### src/rtl/ufcd_pkg.sv
// Shared constants, types and helpers for the union-find cycle detector.
`default_nettype none

package ufcd_pkg;

    localparam int VERTEX_W        = 8;
    localparam int MAX_VERTICES_DEF = 256;
    localparam int QUEUE_DEPTH     = 2;
    // Fraction bits of the reciprocal used for the vertex index reduction
    localparam int RECIP_SHIFT     = 24;

    // One edge after index reduction, as it sits in the queue
    typedef struct packed {
        logic [VERTEX_W-1:0] src_vertex;
        logic [VERTEX_W-1:0] dest_vertex;
        logic                last_edge;
    } edge_t;

    typedef enum logic [2:0] {
        B_IDLE,
        B_ROOT,
        B_ROOT_WAIT,
        B_COMPRESS,
        B_COMPRESS_WAIT,
        B_LINK
    } back_state_t;

    // Only vertex numbers that fit the input field can ever be touched
    function automatic int store_depth(input int max_vertices);
        return (max_vertices < 2**VERTEX_W) ? max_vertices : 2**VERTEX_W;
    endfunction

endpackage

`default_nettype wire

### src/rtl/ufcd_if.sv
// Channel interfaces: edge input and verdict output.
`default_nettype none

interface ufcd_edge_if;
    logic                          valid;
    logic                          ready;
    logic [ufcd_pkg::VERTEX_W-1:0] src_vertex;
    logic [ufcd_pkg::VERTEX_W-1:0] dest_vertex;
    logic                          last_edge;

    modport source (output valid, output src_vertex, output dest_vertex,
                    output last_edge, input ready);
    modport sink   (input valid, input src_vertex, input dest_vertex,
                    input last_edge, output ready);
endinterface

interface ufcd_verdict_if;
    logic valid;
    logic ready;
    logic cycle_now;
    logic cycle_seen;
    logic graph_done;

    modport source (output valid, output cycle_now, output cycle_seen,
                    output graph_done, input ready);
    modport sink   (input valid, input cycle_now, input cycle_seen,
                    input graph_done, output ready);
endinterface

`default_nettype wire

### src/rtl/ufcd_front.sv
// Front end: accepts edges and reduces vertex numbers modulo the store depth.
`default_nettype none

module ufcd_front #(
    parameter int STORE_DEPTH = ufcd_pkg::MAX_VERTICES_DEF
) (
    input  wire logic             clk,
    input  wire logic             rst_n,
    ufcd_edge_if.sink             edge_in,
    output logic                  push_valid,
    output ufcd_pkg::edge_t       push_data,
    input  wire logic             push_ready
);

    localparam int VW       = ufcd_pkg::VERTEX_W;
    localparam int RShift   = ufcd_pkg::RECIP_SHIFT;
    localparam int ProdW    = VW + RShift + 1;
    localparam int BackW    = 2 * VW + 1;
    // ceil(2^RShift / depth): exact quotient for every 8-bit value
    localparam logic [RShift:0] Recip =
        (RShift+1)'((2**RShift + STORE_DEPTH - 1) / STORE_DEPTH);

    logic          s1_valid_reg;
    logic [VW-1:0] s1_src_reg, s1_dest_reg;
    logic [VW-1:0] s1_qs_reg,  s1_qd_reg;
    logic          s1_last_reg;
    logic          s2_valid_reg;
    ufcd_pkg::edge_t s2_entry_reg;

    logic          s2_move, s1_move, in_fire;
    logic [ProdW-1:0] mul_src, mul_dest;
    logic [BackW-1:0] back_src, back_dest;
    logic [VW:0]      rem_src, rem_dest;

    assign s2_move       = !s2_valid_reg || push_ready;
    assign s1_move       = !s1_valid_reg || s2_move;
    assign edge_in.ready = s1_move;
    assign in_fire       = edge_in.valid && s1_move;

    // stage 1: quotient by reciprocal multiply
    assign mul_src  = ProdW'(edge_in.src_vertex)  * ProdW'(Recip);
    assign mul_dest = ProdW'(edge_in.dest_vertex) * ProdW'(Recip);

    // stage 2: remainder = value - quotient * depth
    assign back_src  = BackW'(s1_qs_reg) * BackW'(STORE_DEPTH);
    assign back_dest = BackW'(s1_qd_reg) * BackW'(STORE_DEPTH);
    assign rem_src   = (VW+1)'(s1_src_reg)  - back_src[VW:0];
    assign rem_dest  = (VW+1)'(s1_dest_reg) - back_dest[VW:0];

    always_ff @(posedge clk or negedge rst_n)
    begin
        if (!rst_n)
        begin
            s1_valid_reg <= 1'b0;
            s2_valid_reg <= 1'b0;
        end
        else
        begin
            if (s1_move)
                s1_valid_reg <= edge_in.valid;
            if (s2_move)
                s2_valid_reg <= s1_valid_reg;
        end
    end

    always_ff @(posedge clk)
    begin
        if (in_fire)
        begin
            s1_src_reg  <= edge_in.src_vertex;
            s1_dest_reg <= edge_in.dest_vertex;
            s1_qs_reg   <= mul_src[RShift +: VW];
            s1_qd_reg   <= mul_dest[RShift +: VW];
            s1_last_reg <= edge_in.last_edge;
        end
        if (s2_move && s1_valid_reg)
        begin
            s2_entry_reg.src_vertex  <= rem_src[VW-1:0];
            s2_entry_reg.dest_vertex <= rem_dest[VW-1:0];
            s2_entry_reg.last_edge   <= s1_last_reg;
        end
    end

    assign push_valid = s2_valid_reg;
    assign push_data  = s2_entry_reg;

endmodule

`default_nettype wire

### src/rtl/ufcd_queue.sv
// Small FIFO between the front end and the union-find engine.
`default_nettype none

module ufcd_queue #(
    parameter int WIDTH = $bits(ufcd_pkg::edge_t),
    parameter int DEPTH = ufcd_pkg::QUEUE_DEPTH
) (
    input  wire logic             clk,
    input  wire logic             rst_n,
    input  wire logic             push_valid,
    input  wire logic [WIDTH-1:0] push_data,
    output logic                  push_ready,
    output logic                  pop_valid,
    output logic [WIDTH-1:0]      pop_data,
    input  wire logic             pop_ready
);

    localparam int PW = (DEPTH > 1) ? $clog2(DEPTH) : 1;
    localparam int CW = $clog2(DEPTH + 1);
    localparam logic [PW-1:0] LastPtr = PW'(DEPTH - 1);

    logic [WIDTH-1:0] slot_reg [DEPTH];
    logic [PW-1:0]    wr_ptr_reg, rd_ptr_reg;
    logic [CW-1:0]    count_reg;
    logic             push_fire, pop_fire;

    assign push_ready = (count_reg != CW'(DEPTH));
    assign pop_valid  = (count_reg != '0);
    assign pop_data   = slot_reg[rd_ptr_reg];
    assign push_fire  = push_valid && push_ready;
    assign pop_fire   = pop_valid && pop_ready;

    always_ff @(posedge clk or negedge rst_n)
    begin
        if (!rst_n)
        begin
            wr_ptr_reg <= '0;
            rd_ptr_reg <= '0;
            count_reg  <= '0;
        end
        else
        begin
            if (push_fire)
                wr_ptr_reg <= (wr_ptr_reg == LastPtr) ? '0 : wr_ptr_reg + 1'b1;
            if (pop_fire)
                rd_ptr_reg <= (rd_ptr_reg == LastPtr) ? '0 : rd_ptr_reg + 1'b1;
            if (push_fire && !pop_fire)
                count_reg <= count_reg + 1'b1;
            else if (pop_fire && !push_fire)
                count_reg <= count_reg - 1'b1;
        end
    end

    always_ff @(posedge clk)
    begin
        if (push_fire)
            slot_reg[wr_ptr_reg] <= push_data;
    end

endmodule

`default_nettype wire

### src/rtl/ufcd_back.sv
// Union-find engine: root walks, path compression, link and verdict register.
`default_nettype none

module ufcd_back #(
    parameter int STORE_DEPTH = ufcd_pkg::MAX_VERTICES_DEF
) (
    input  wire logic            clk,
    input  wire logic            rst_n,
    input  wire logic            pop_valid,
    input  wire ufcd_pkg::edge_t pop_data,
    output logic                 pop_ready,
    ufcd_verdict_if.source       verdict_out
);

    localparam int IW = (STORE_DEPTH > 1) ? $clog2(STORE_DEPTH) : 1;

    ufcd_pkg::back_state_t state_reg, state_next;

    // parent store: written only on link or compression, read where linked
    logic [IW-1:0] parent_mem [STORE_DEPTH];
    logic [IW-1:0] rd_data_reg;
    logic          mem_re, mem_we;
    logic [IW-1:0] rd_addr, wr_addr, wr_data;

    logic [STORE_DEPTH-1:0] hp_reg, hp_next;
    logic                   cycle_flag_reg, cycle_flag_next;

    logic [IW-1:0] b_reg, b_next;
    logic          last_reg, last_next;
    logic [IW-1:0] node_reg, node_next;
    logic [IW-1:0] cur_reg, cur_next;
    logic [IW-1:0] root_reg, root_next;
    logic [IW-1:0] ra_reg, ra_next;
    logic [IW-1:0] rb_reg, rb_next;
    logic          which_reg, which_next;

    logic out_valid_reg, out_valid_next;
    logic out_now_reg, out_now_next;
    logic out_seen_reg, out_seen_next;
    logic out_done_reg, out_done_next;

    logic out_free, link_fire, walk_more, root_more;

    assign out_free  = !out_valid_reg || verdict_out.ready;
    assign link_fire = (state_reg == ufcd_pkg::B_LINK) && out_free;
    assign root_more = hp_reg[node_reg];
    assign walk_more = (cur_reg != root_reg) && hp_reg[cur_reg];
    assign pop_ready = (state_reg == ufcd_pkg::B_IDLE);

    // next state
    always_comb
    begin
        state_next = state_reg;
        case (state_reg)
            ufcd_pkg::B_IDLE:
            begin
                if (pop_valid)
                    state_next = cycle_flag_reg ? ufcd_pkg::B_LINK : ufcd_pkg::B_ROOT;
            end
            ufcd_pkg::B_ROOT:
                state_next = root_more ? ufcd_pkg::B_ROOT_WAIT : ufcd_pkg::B_COMPRESS;
            ufcd_pkg::B_ROOT_WAIT:
                state_next = ufcd_pkg::B_ROOT;
            ufcd_pkg::B_COMPRESS:
            begin
                if (walk_more)
                    state_next = ufcd_pkg::B_COMPRESS_WAIT;
                else
                    state_next = which_reg ? ufcd_pkg::B_LINK : ufcd_pkg::B_ROOT;
            end
            ufcd_pkg::B_COMPRESS_WAIT:
                state_next = ufcd_pkg::B_COMPRESS;
            ufcd_pkg::B_LINK:
            begin
                if (out_free)
                    state_next = ufcd_pkg::B_IDLE;
            end
            default:
                state_next = ufcd_pkg::B_IDLE;
        endcase
    end

    // datapath and outputs
    always_comb
    begin
        hp_next         = hp_reg;
        cycle_flag_next = cycle_flag_reg;
        b_next          = b_reg;
        last_next       = last_reg;
        node_next       = node_reg;
        cur_next        = cur_reg;
        root_next       = root_reg;
        ra_next         = ra_reg;
        rb_next         = rb_reg;
        which_next      = which_reg;
        out_valid_next  = out_valid_reg && !verdict_out.ready;
        out_now_next    = out_now_reg;
        out_seen_next   = out_seen_reg;
        out_done_next   = out_done_reg;
        mem_re          = 1'b0;
        mem_we          = 1'b0;
        rd_addr         = cur_reg;
        wr_addr         = cur_reg;
        wr_data         = root_reg;

        case (state_reg)
            ufcd_pkg::B_IDLE:
            begin
                if (pop_valid)
                begin
                    b_next     = pop_data.dest_vertex[IW-1:0];
                    last_next  = pop_data.last_edge;
                    node_next  = pop_data.src_vertex[IW-1:0];
                    cur_next   = pop_data.src_vertex[IW-1:0];
                    which_next = 1'b0;
                end
            end
            ufcd_pkg::B_ROOT:
            begin
                if (root_more)
                begin
                    mem_re  = 1'b1;
                    rd_addr = node_reg;
                end
                else
                    root_next = node_reg;
            end
            ufcd_pkg::B_ROOT_WAIT:
                node_next = rd_data_reg;
            ufcd_pkg::B_COMPRESS:
            begin
                if (walk_more)
                    mem_re = 1'b1;
                else if (!which_reg)
                begin
                    ra_next    = root_reg;
                    which_next = 1'b1;
                    node_next  = b_reg;
                    cur_next   = b_reg;
                end
                else
                    rb_next = root_reg;
            end
            ufcd_pkg::B_COMPRESS_WAIT:
            begin
                // point this path vertex at the root, step to its old parent
                mem_we   = 1'b1;
                cur_next = rd_data_reg;
            end
            ufcd_pkg::B_LINK:
            begin
                if (out_free)
                begin
                    out_valid_next = 1'b1;
                    out_done_next  = last_reg;
                    if (cycle_flag_reg)
                    begin
                        out_now_next  = 1'b0;
                        out_seen_next = 1'b1;
                    end
                    else if (ra_reg == rb_reg)
                    begin
                        out_now_next    = 1'b1;
                        out_seen_next   = 1'b1;
                        cycle_flag_next = 1'b1;
                    end
                    else
                    begin
                        out_now_next    = 1'b0;
                        out_seen_next   = 1'b0;
                        mem_we          = 1'b1;
                        wr_addr         = ra_reg;
                        wr_data         = rb_reg;
                        hp_next[ra_reg] = 1'b1;
                    end
                    if (last_reg)
                    begin
                        hp_next         = '0;
                        cycle_flag_next = 1'b0;
                    end
                end
            end
            default:
            begin
            end
        endcase
    end

    always_ff @(posedge clk or negedge rst_n)
    begin
        if (!rst_n)
        begin
            state_reg      <= ufcd_pkg::B_IDLE;
            hp_reg         <= '0;
            cycle_flag_reg <= 1'b0;
            out_valid_reg  <= 1'b0;
        end
        else
        begin
            state_reg      <= state_next;
            hp_reg         <= hp_next;
            cycle_flag_reg <= cycle_flag_next;
            out_valid_reg  <= out_valid_next;
        end
    end

    always_ff @(posedge clk)
    begin
        b_reg        <= b_next;
        last_reg     <= last_next;
        node_reg     <= node_next;
        cur_reg      <= cur_next;
        root_reg     <= root_next;
        ra_reg       <= ra_next;
        rb_reg       <= rb_next;
        which_reg    <= which_next;
        out_now_reg  <= out_now_next;
        out_seen_reg <= out_seen_next;
        out_done_reg <= out_done_next;
    end

    always_ff @(posedge clk)
    begin
        if (mem_we)
            parent_mem[wr_addr] <= wr_data;
        if (mem_re)
            rd_data_reg <= parent_mem[rd_addr];
    end

    assign verdict_out.valid      = out_valid_reg;
    assign verdict_out.cycle_now  = out_now_reg;
    assign verdict_out.cycle_seen = out_seen_reg;
    assign verdict_out.graph_done = out_done_reg;

    // forest is frozen once a cycle is known
    a_frozen: assert property (@(posedge clk) disable iff (!rst_n)
        cycle_flag_reg |-> !mem_we)
        else $error("parent store written after cycle found");

    // end of graph empties the forest and the flag
    a_clear: assert property (@(posedge clk) disable iff (!rst_n)
        (link_fire && last_reg) |=> (hp_reg == '0 && !cycle_flag_reg))
        else $error("store not cleared after last edge");

    // compression walks toward a true root
    a_root: assert property (@(posedge clk) disable iff (!rst_n)
        (state_reg == ufcd_pkg::B_COMPRESS) |-> !hp_reg[root_reg])
        else $error("compression target is not a root");

    // link only hangs a root under another root
    a_link: assert property (@(posedge clk) disable iff (!rst_n)
        (link_fire && !cycle_flag_reg && ra_reg != rb_reg)
            |-> (!hp_reg[ra_reg] && !hp_reg[rb_reg]))
        else $error("link of a non-root vertex");

endmodule

`default_nettype wire

### src/rtl/union_find_cycle_detect_top.sv
// Top level of the union-find cycle detector with path compression.
//
//  channel      dir  handshake      payload
//  edge_in      in   valid/ready    src_vertex[7:0] dest_vertex[7:0] last_edge
//  verdict_out  out  valid/ready    cycle_now cycle_seen graph_done
//
// An edge passes the front end registers (quotient, then remainder) and a
// two-entry queue. The engine takes no new edge until idle: it walks to the
// root of each end and compresses that path (registered parent reads), then
// links; with the cycle flag set it goes from idle straight to link.
// Reset empties the forest and the cycle flag at once; no clearing pass.
// A stalled verdict register holds the engine; front end and queue fill up.
`default_nettype none

module union_find_cycle_detect_top #(
    parameter int MAX_VERTICES = ufcd_pkg::MAX_VERTICES_DEF
) (
    input  wire logic      clk,
    input  wire logic      rst_n,
    ufcd_edge_if.sink      edge_in,
    ufcd_verdict_if.source verdict_out
);

    // vertices beyond the field range are never reached
    localparam int StoreDepth = ufcd_pkg::store_depth(MAX_VERTICES);

    logic            push_valid, push_ready;
    ufcd_pkg::edge_t push_data;
    logic            pop_valid, pop_ready;
    ufcd_pkg::edge_t pop_data;
    logic [$bits(ufcd_pkg::edge_t)-1:0] pop_bits;

    ufcd_front #(
        .STORE_DEPTH (StoreDepth)
    ) u_front (
        .clk        (clk),
        .rst_n      (rst_n),
        .edge_in    (edge_in),
        .push_valid (push_valid),
        .push_data  (push_data),
        .push_ready (push_ready)
    );

    ufcd_queue #(
        .WIDTH ($bits(ufcd_pkg::edge_t)),
        .DEPTH (ufcd_pkg::QUEUE_DEPTH)
    ) u_queue (
        .clk        (clk),
        .rst_n      (rst_n),
        .push_valid (push_valid),
        .push_data  (push_data),
        .push_ready (push_ready),
        .pop_valid  (pop_valid),
        .pop_data   (pop_bits),
        .pop_ready  (pop_ready)
    );

    assign pop_data = ufcd_pkg::edge_t'(pop_bits);

    ufcd_back #(
        .STORE_DEPTH (StoreDepth)
    ) u_back (
        .clk         (clk),
        .rst_n       (rst_n),
        .pop_valid   (pop_valid),
        .pop_data    (pop_data),
        .pop_ready   (pop_ready),
        .verdict_out (verdict_out)
    );

endmodule

`default_nettype wire

### src/flat_wrapper.sv
// flat-port wrapper written by rule: the top's interface ports become plain ports
module union_find_cycle_detect_top_flat 
#(
    parameter int MAX_VERTICES = ufcd_pkg::MAX_VERTICES_DEF
)
  (clk, rst_n, edge_in_valid, edge_in_src_vertex, edge_in_dest_vertex, edge_in_last_edge, edge_in_ready, verdict_out_valid, verdict_out_cycle_now, verdict_out_cycle_seen, verdict_out_graph_done, verdict_out_ready);
  ufcd_edge_if edge_in_i ();
  ufcd_verdict_if verdict_out_i ();
  input  wire logic clk;
  input  wire logic rst_n;
  input wire logic [$bits(edge_in_i.valid)-1:0] edge_in_valid;
  input wire logic [$bits(edge_in_i.src_vertex)-1:0] edge_in_src_vertex;
  input wire logic [$bits(edge_in_i.dest_vertex)-1:0] edge_in_dest_vertex;
  input wire logic [$bits(edge_in_i.last_edge)-1:0] edge_in_last_edge;
  output wire logic [$bits(edge_in_i.ready)-1:0] edge_in_ready;
  output wire logic [$bits(verdict_out_i.valid)-1:0] verdict_out_valid;
  output wire logic [$bits(verdict_out_i.cycle_now)-1:0] verdict_out_cycle_now;
  output wire logic [$bits(verdict_out_i.cycle_seen)-1:0] verdict_out_cycle_seen;
  output wire logic [$bits(verdict_out_i.graph_done)-1:0] verdict_out_graph_done;
  input wire logic [$bits(verdict_out_i.ready)-1:0] verdict_out_ready;
  assign edge_in_i.valid = edge_in_valid;
  assign edge_in_i.src_vertex = edge_in_src_vertex;
  assign edge_in_i.dest_vertex = edge_in_dest_vertex;
  assign edge_in_i.last_edge = edge_in_last_edge;
  assign edge_in_ready = edge_in_i.ready;
  assign verdict_out_valid = verdict_out_i.valid;
  assign verdict_out_cycle_now = verdict_out_i.cycle_now;
  assign verdict_out_cycle_seen = verdict_out_i.cycle_seen;
  assign verdict_out_graph_done = verdict_out_i.graph_done;
  assign verdict_out_i.ready = verdict_out_ready;
  union_find_cycle_detect_top #(.MAX_VERTICES(MAX_VERTICES)) u_core (.clk(clk), .rst_n(rst_n), .edge_in(edge_in_i), .verdict_out(verdict_out_i));
endmodule
### config.mk
export PLATFORM = sky130hd
export DESIGN_NAME = union_find_cycle_detect_top_flat
export DESIGN_NICKNAME = d
export VERILOG_FILES = /design/src/rtl/ufcd_pkg.sv /design/src/rtl/ufcd_if.sv /design/src/rtl/ufcd_front.sv /design/src/rtl/ufcd_queue.sv /design/src/rtl/ufcd_back.sv /design/src/rtl/union_find_cycle_detect_top.sv /design/src/flat_wrapper.sv
export SDC_FILE = /design/constraint.sdc
export NUM_CORES = 2
export LEC_CHECK = 0
export CAP_MARGIN = 10
export CORE_ASPECT_RATIO = 1.75
export CORE_MARGIN = 2
export CORE_UTILIZATION = 53
export DETAILED_ROUTE_END_ITERATION = 8
export DONT_BUFFER_PORTS = 1
export PLACE_DENSITY = 0.68
export SKIP_CTS_REPAIR_TIMING = 1
export SLEW_MARGIN = 20
export SYNTH_ARGS = -nofsm -noshare
export SYNTH_HDL_FRONTEND = slang
export SYNTH_SLANG_ARGS = --single-unit
### constraint.sdc
create_clock -name clk -period 16.49 [get_ports clk]
set_input_delay 2.4735 -clock clk [delete_from_list [all_inputs] [get_ports clk]]
set_output_delay 2.4735 -clock clk [all_outputs]
set_load 0.01 [all_outputs]
Word-level counts from Yosys, hierarchy flattened
Memory sizes are Yosys's and may differ from the RTL's. A register that Yosys moved wholly into a read port is not among the register bits.
Cells that the tools add are included.
- register bits: 354
- bits in writable memories: 2082
- input port bits: 21
- output and inout bits: 5
- logic and storage cells: 142
- memories: 2
- memory list (name ; depth ; width ; read ports ; clocked after Yosys merged registers in ; wr ports ; line ; source):
    u_core.u_back.parent_mem ; 256 ; 8 ; 1 ; 1 ; 1 ; ufcd_back.sv:20 ; logic [IW-1:0] parent_mem [STORE_DEPTH];
    u_core.u_queue.slot_reg ; 2 ; 17 ; 1 ; 0 ; 1 ; ufcd_queue.sv:22 ; logic [WIDTH-1:0] slot_reg [DEPTH];
- add/sub/neg operators: 4
- magnitude comparators: 4
- equality and inequality tests: 14
- multiplexer cells: 54
- bitwise gates (word level): 4
- reduce and logical (&&, ||, !) cells: 34
- operators by type and width (operator ; number):
    256-bit two-way mux ; 3
    256-bit OR ; 1
    8-bit two-way mux ; 13
    8-bit case mux with 3 select lines ; 2
    8-bit by 9-bit < comparator with 1-bit output, second input constant ; 3
    1-bit two-way mux ; 22
    3-bit case mux with 6 select lines ; 1
    1-bit binary-select mux with 8-bit select ; 2
    3-bit two-way mux ; 5
    2-bit != test, second input constant ; 6
    4-bit AND reduction ; 3
    1-bit logical AND ; 9
    3-bit AND reduction ; 3
    1-bit demux with 8-bit select ; 1
    8-bit equality test ; 1
    8-bit by 1-bit greater-or-equal comparator with 1-bit output, second input constant ; 1
    8-bit != test ; 1
    2-bit AND reduction ; 4
    3-bit by 2-bit equality test with 1-bit output, second input constant ; 2
    3-bit equality test, second input constant ; 2
    1-bit logical NOT ; 6
    1-bit case mux with 2 select lines ; 3
    2-bit nonzero test ; 3
    3-bit nonzero test ; 2
    other kinds (9) ; 15

Longest topological paths before layout
- depth in word-level cells: 8
- depth in mapped cells: 24
- gate-level depth less buffers: 14

Modules after synthesis
A second synthesis with hierarchy kept.
- cell total of the unflattened synthesis: 6807
- area, all modules: 100501.4 sq um
- modules (own cells, without submodules) (module ; instances ; cells each ; area an instance (sq um) ; sequential area each (sq um)):
    ufcd_back ; 1 ; 6694 ; 97902.6 ; 69862.0
    ufcd_queue ; 1 ; 71 ; 1473.9 ; 1121.1
    ufcd_front ; 1 ; 42 ; 1124.8 ; 1071.0

Worst setup path before layout
No wires, ideal clock.
- kind: input -> register
- from: input verdict_out_ready
- to: memory u_core.u_back.parent_mem[0][0] in the netlist's numbering, data pin
- library setup time: 0.823 ns
- arrival time: 6.869 ns
- data required time: 15.667 ns
- setup slack: 8.799 ns
- stages: 8
- path buffers: 3
- cell sequence: nand2b_1 -> and3_1 -> clkbuf_1 -> and2_1 -> clkbuf_1 -> clkbuf_1 -> nand2_1 -> nand2_1
- word-level cells in the longest chain between the ends: 3
- ends and longest elaborated chain (element ; line ; source):
    from (decl) ; flat_wrapper.sv:20 ; input wire logic [$bits(verdict_out_i.ready)-1:0] verdict_out_ready;
    1-bit logical OR ; ufcd_back.sv:44 ; assign out_free = !out_valid_reg || verdict_out.ready;
    8-bit two-way mux ; ufcd_back.sv:152 ; if (out_free)
    8-bit two-way mux ; ufcd_back.sv:106 ; case (state_reg)
    named net u_core.u_back.wr_data[0] ; ufcd_back.sv:23 ; logic [IW-1:0] rd_addr, wr_addr, wr_data;
    to (decl) ; ufcd_back.sv:20 ;
The timed path passes the listed nets, and every way through them passes these cells.

Worst setup path after layout
- from: register u_core.u_back.node_reg[0]
- to: register u_core.u_back.rd_data_reg[6], read port of u_core.u_back.parent_mem, data pin
- word-level cells in the longest chain between the ends: 4
- elaborated cells on any way between the ends: 6
- those cells by class: mux (6)
- ends and longest elaborated chain (element ; line ; source):
    from (decl) ; ufcd_back.sv:30 ; logic [IW-1:0] node_reg, node_next;
    from (signal assigned) ; ufcd_back.sv:211 ; node_reg <= node_next;
    1-bit binary-select mux with 8-bit select ; ufcd_back.sv:46 ; assign root_more = hp_reg[node_reg];
    1-bit two-way mux (not written as such) ; ufcd_back.sv:46 ;
    1-bit two-way mux / 8-bit two-way mux (equally long branches) ; ufcd_back.sv:120 ; if (root_more)
    1-bit case mux with 2 select lines / 8-bit two-way mux (equally long branches) ; ufcd_back.sv:106 ;
    to (decl) ; ufcd_back.sv:21 ; logic [IW-1:0] rd_data_reg;
Several ways; a longest one is shown, not always the timed one. The select of a mux whose other input is x is not followed.
A chain may end at the register's enable or synchronous reset.

==> results.ini <==
[timing]
fin_crit_ns = 10.09
setup_viol = 0
finalCritPeriodShare_pct = 61.2
worst_pin_slew_ns = 1.26
timing.fmax_ghz = 0.0991
relSlewSlack_pct = 15.2
report.final.hold_viol_count = 0
skew_ns = 0.0547
rsz0062_at_grt = false
setup_tns_ns = 0
finalMaxSlewViolations = 0
setup_slack_ns = 6.40

[grt]
grt_use_met3_pct = 5.56
gr-max-usage-layer = met2
grt_max_degree = 268
antenna_found_initial = 19
grt_pass1_wl_um = 495000
grt_pass1_vias = 73400
globalRouteTotalUtil_pct = 31.5
use_met1_pct = 36.2
gr-usage-met2_pct = 52.9
overflow = 0

[routing]
vias_per_cell = 6.96
ant_nets = 0
drtIter0Drc = 9912
dr.pass1.iters = 9
finalWirelength_um = 342000
routedWlPerCell_um = 31.5
post-route-drc-count = 2
vias = 75600

[clock_tree]
clkLatencyLatePin_ns = 0.89
cts_tree = yes
clk_pin_slew_ns = 0.07
clock-sinks = 2444
cts_max_level = 4
cts_max_path_buffers = 4
cts-buffers-inserted = 216
root_buffer = clkbuf_16

[synth]
synth_ff_type = edfxtp_1
postSynth.asyncResetShare_pct = 10.9
synthCells = 8377
ys_types = 63
yosys_warnings = 0
synth-edff-count = 2177
avgSynthCellArea_um2 = 13.2
synth.net_count = 8399
netlist_area_mm2 = 0.110
ys_ff_latch = 2444
ys_seq_area_share_pct = 65.3

[place]
port_buffers = 0
post-place-ws_ns = 6.68
place_hpwl_um = 202000
routabilityCongestion = 0.885

[final_layout]
largest_reg_flops = 2048
syn2layout_area_growth_pct = 8.24
fin_nets = 8011
mostFrequentLayoutCells = edfxtp_1, mux2i_1, nand3_1
nFillCells = 16000
drive_above_1_share_pct = 8.93
layout_commonest_cell = edfxtp_1

[worst_setup_path]
startpoint_type = register
critical_path_arrival_ns = 10.68
crit_type = reg -> reg
required_ns = 17.08
crit_path_max_fanout = 125
r2r_setup_slack_ns = 6.40
end_kind = register

[power_and_ir_drop]
leakage_nw = 41.4
ir_worst_vdd_mv = 0.392
powerDensity_mw_per_mm2 = 228
finalPower_mw = 27.2

[floorplan]
dieArea_mm2 = 0.212
start_util_pct = 53.3
ios = 26
core-area_mm2 = 0.207
std_cell_rows = 221
die_w_um = 349
die_h_um = 608

[min_path]
hp-class = reg -> reg

[job]
cap_violations = 0

[status]
status = finished, violations left
failed_checks = design-rule violations

[synthesized netlist by cell type, drive strengths merged (24+ instances only)]
master	number	area share, %
a21oi	332	1.5
a22oi	24	0.16
and3	203	1.2
buf	269	1.4
clkbuf	517	1.8
dfrtp	267	6.1
edfxtp	2177	59
mux2	26	0.27
mux2i	902	8.2
mux4	122	2.5
nand2	477	1.6
nand3	800	3.6
nor2	660	2.2
nor3	95	0.43
nor3b	195	1.3
o2111ai	448	3.6
o21ai	209	0.95
o22ai	409	2.3
o31ai	48	0.35
[routing by layer]
layer | up-vias | wire, µm
met5 | - | 123
li1 | 31800 | -
met4 | 13 | 28900
met2 | 4591 | 169000
met3 | 1212 | 30200
met1 | 37900 | 114000
[stage by stage]
step	util (%)	cell area [µm²]	instances	hold slack, ns
final	57.6	119000	10800	0.421
after global routing	57.6	119000	10800	0.426
after CTS	57.6	119000	10800	0.422
after detailed placement	54.2	112000	10400	0.405
after global placement	54.2	112000	10400	0.405
after floorplan	-	110000	8377	0.400
[worst max-delay path, stage by stage (launching register included)]
cell	delay (ns)
edfxtp_1	0.77
buf_12	0.58
buf_4	0.78
mux4_2	0.61
o22ai_1	0.38
nor4_1	0.16
buf_4	0.18
a41oi_2	0.26
o31a_2	0.21
buf_4	0.67
nand2_1	0.29
a211oi_4	0.43
buf_12	0.53
buf_4	0.88
buf_4	0.83
mux2i_1	0.28
o2111ai_1	0.18
nor3_1	0.41
o22ai_1	0.16
o31ai_1	0.46
nand4_1	0.14
[path summary, 6_finish.rpt]
| check | from | cells after the start | end |
|---|---|---|---|
| max | u_core.u_back.node_reg[0] | 20 | u_core.u_back.rd_data_reg[6] |
| min | u_core.u_front.s1_dest_reg[1] | 0 | u_core.u_front.push_data[2] |
| max reg2reg | u_core.u_back.node_reg[0] | 20 | u_core.u_back.rd_data_reg[6] |
| min reg2reg | u_core.u_front.s1_dest_reg[1] | 0 | u_core.u_front.push_data[2] |
| max in group asynchronous | rst_n | 0 | u_core.u_back.hp_reg[224] |
| min in group asynchronous | rst_n | 0 | u_core.u_back.hp_reg[58] |
[report_power, final]
part | internal, mW | switching (mW) | total, mW
Clock | 2.86 | 2.30 | 5.15
Sequential | 8.08 | 0.257 | 8.34
Combinational | 4.06 | 9.63 | 13.7
Total | 15.0 | 12.2 | 27.2
[layout make-up]
class                   instances  area (µm²)  share of cell area [%]
flip-flops and latches       2444       72100                    60.4
multi-input cells            5135       35200                    29.5
clock buffers                 249        5640                    4.72
well taps                    2676        3350                    2.80
repair buffers                180        1630                    1.37
clock inverters               139        1390                    1.17
inverters                      12        50.0                  0.0419
diodes                         13        32.5                  0.0272
[cell families after synthesis]
family | count (synthesis) | synth area share (%)
compound gates | 1550 | 9.47
xor+xnor | 21 | 0.167
buf+inv | 798 | 3.18
fa+ha+maj | 1 | 0.0113
mux | 1050 | 10.9
simple gates | 2513 | 10.9
flops | 2444 | 65.3
Note: power is estimated with default switching activity, not from simulation.
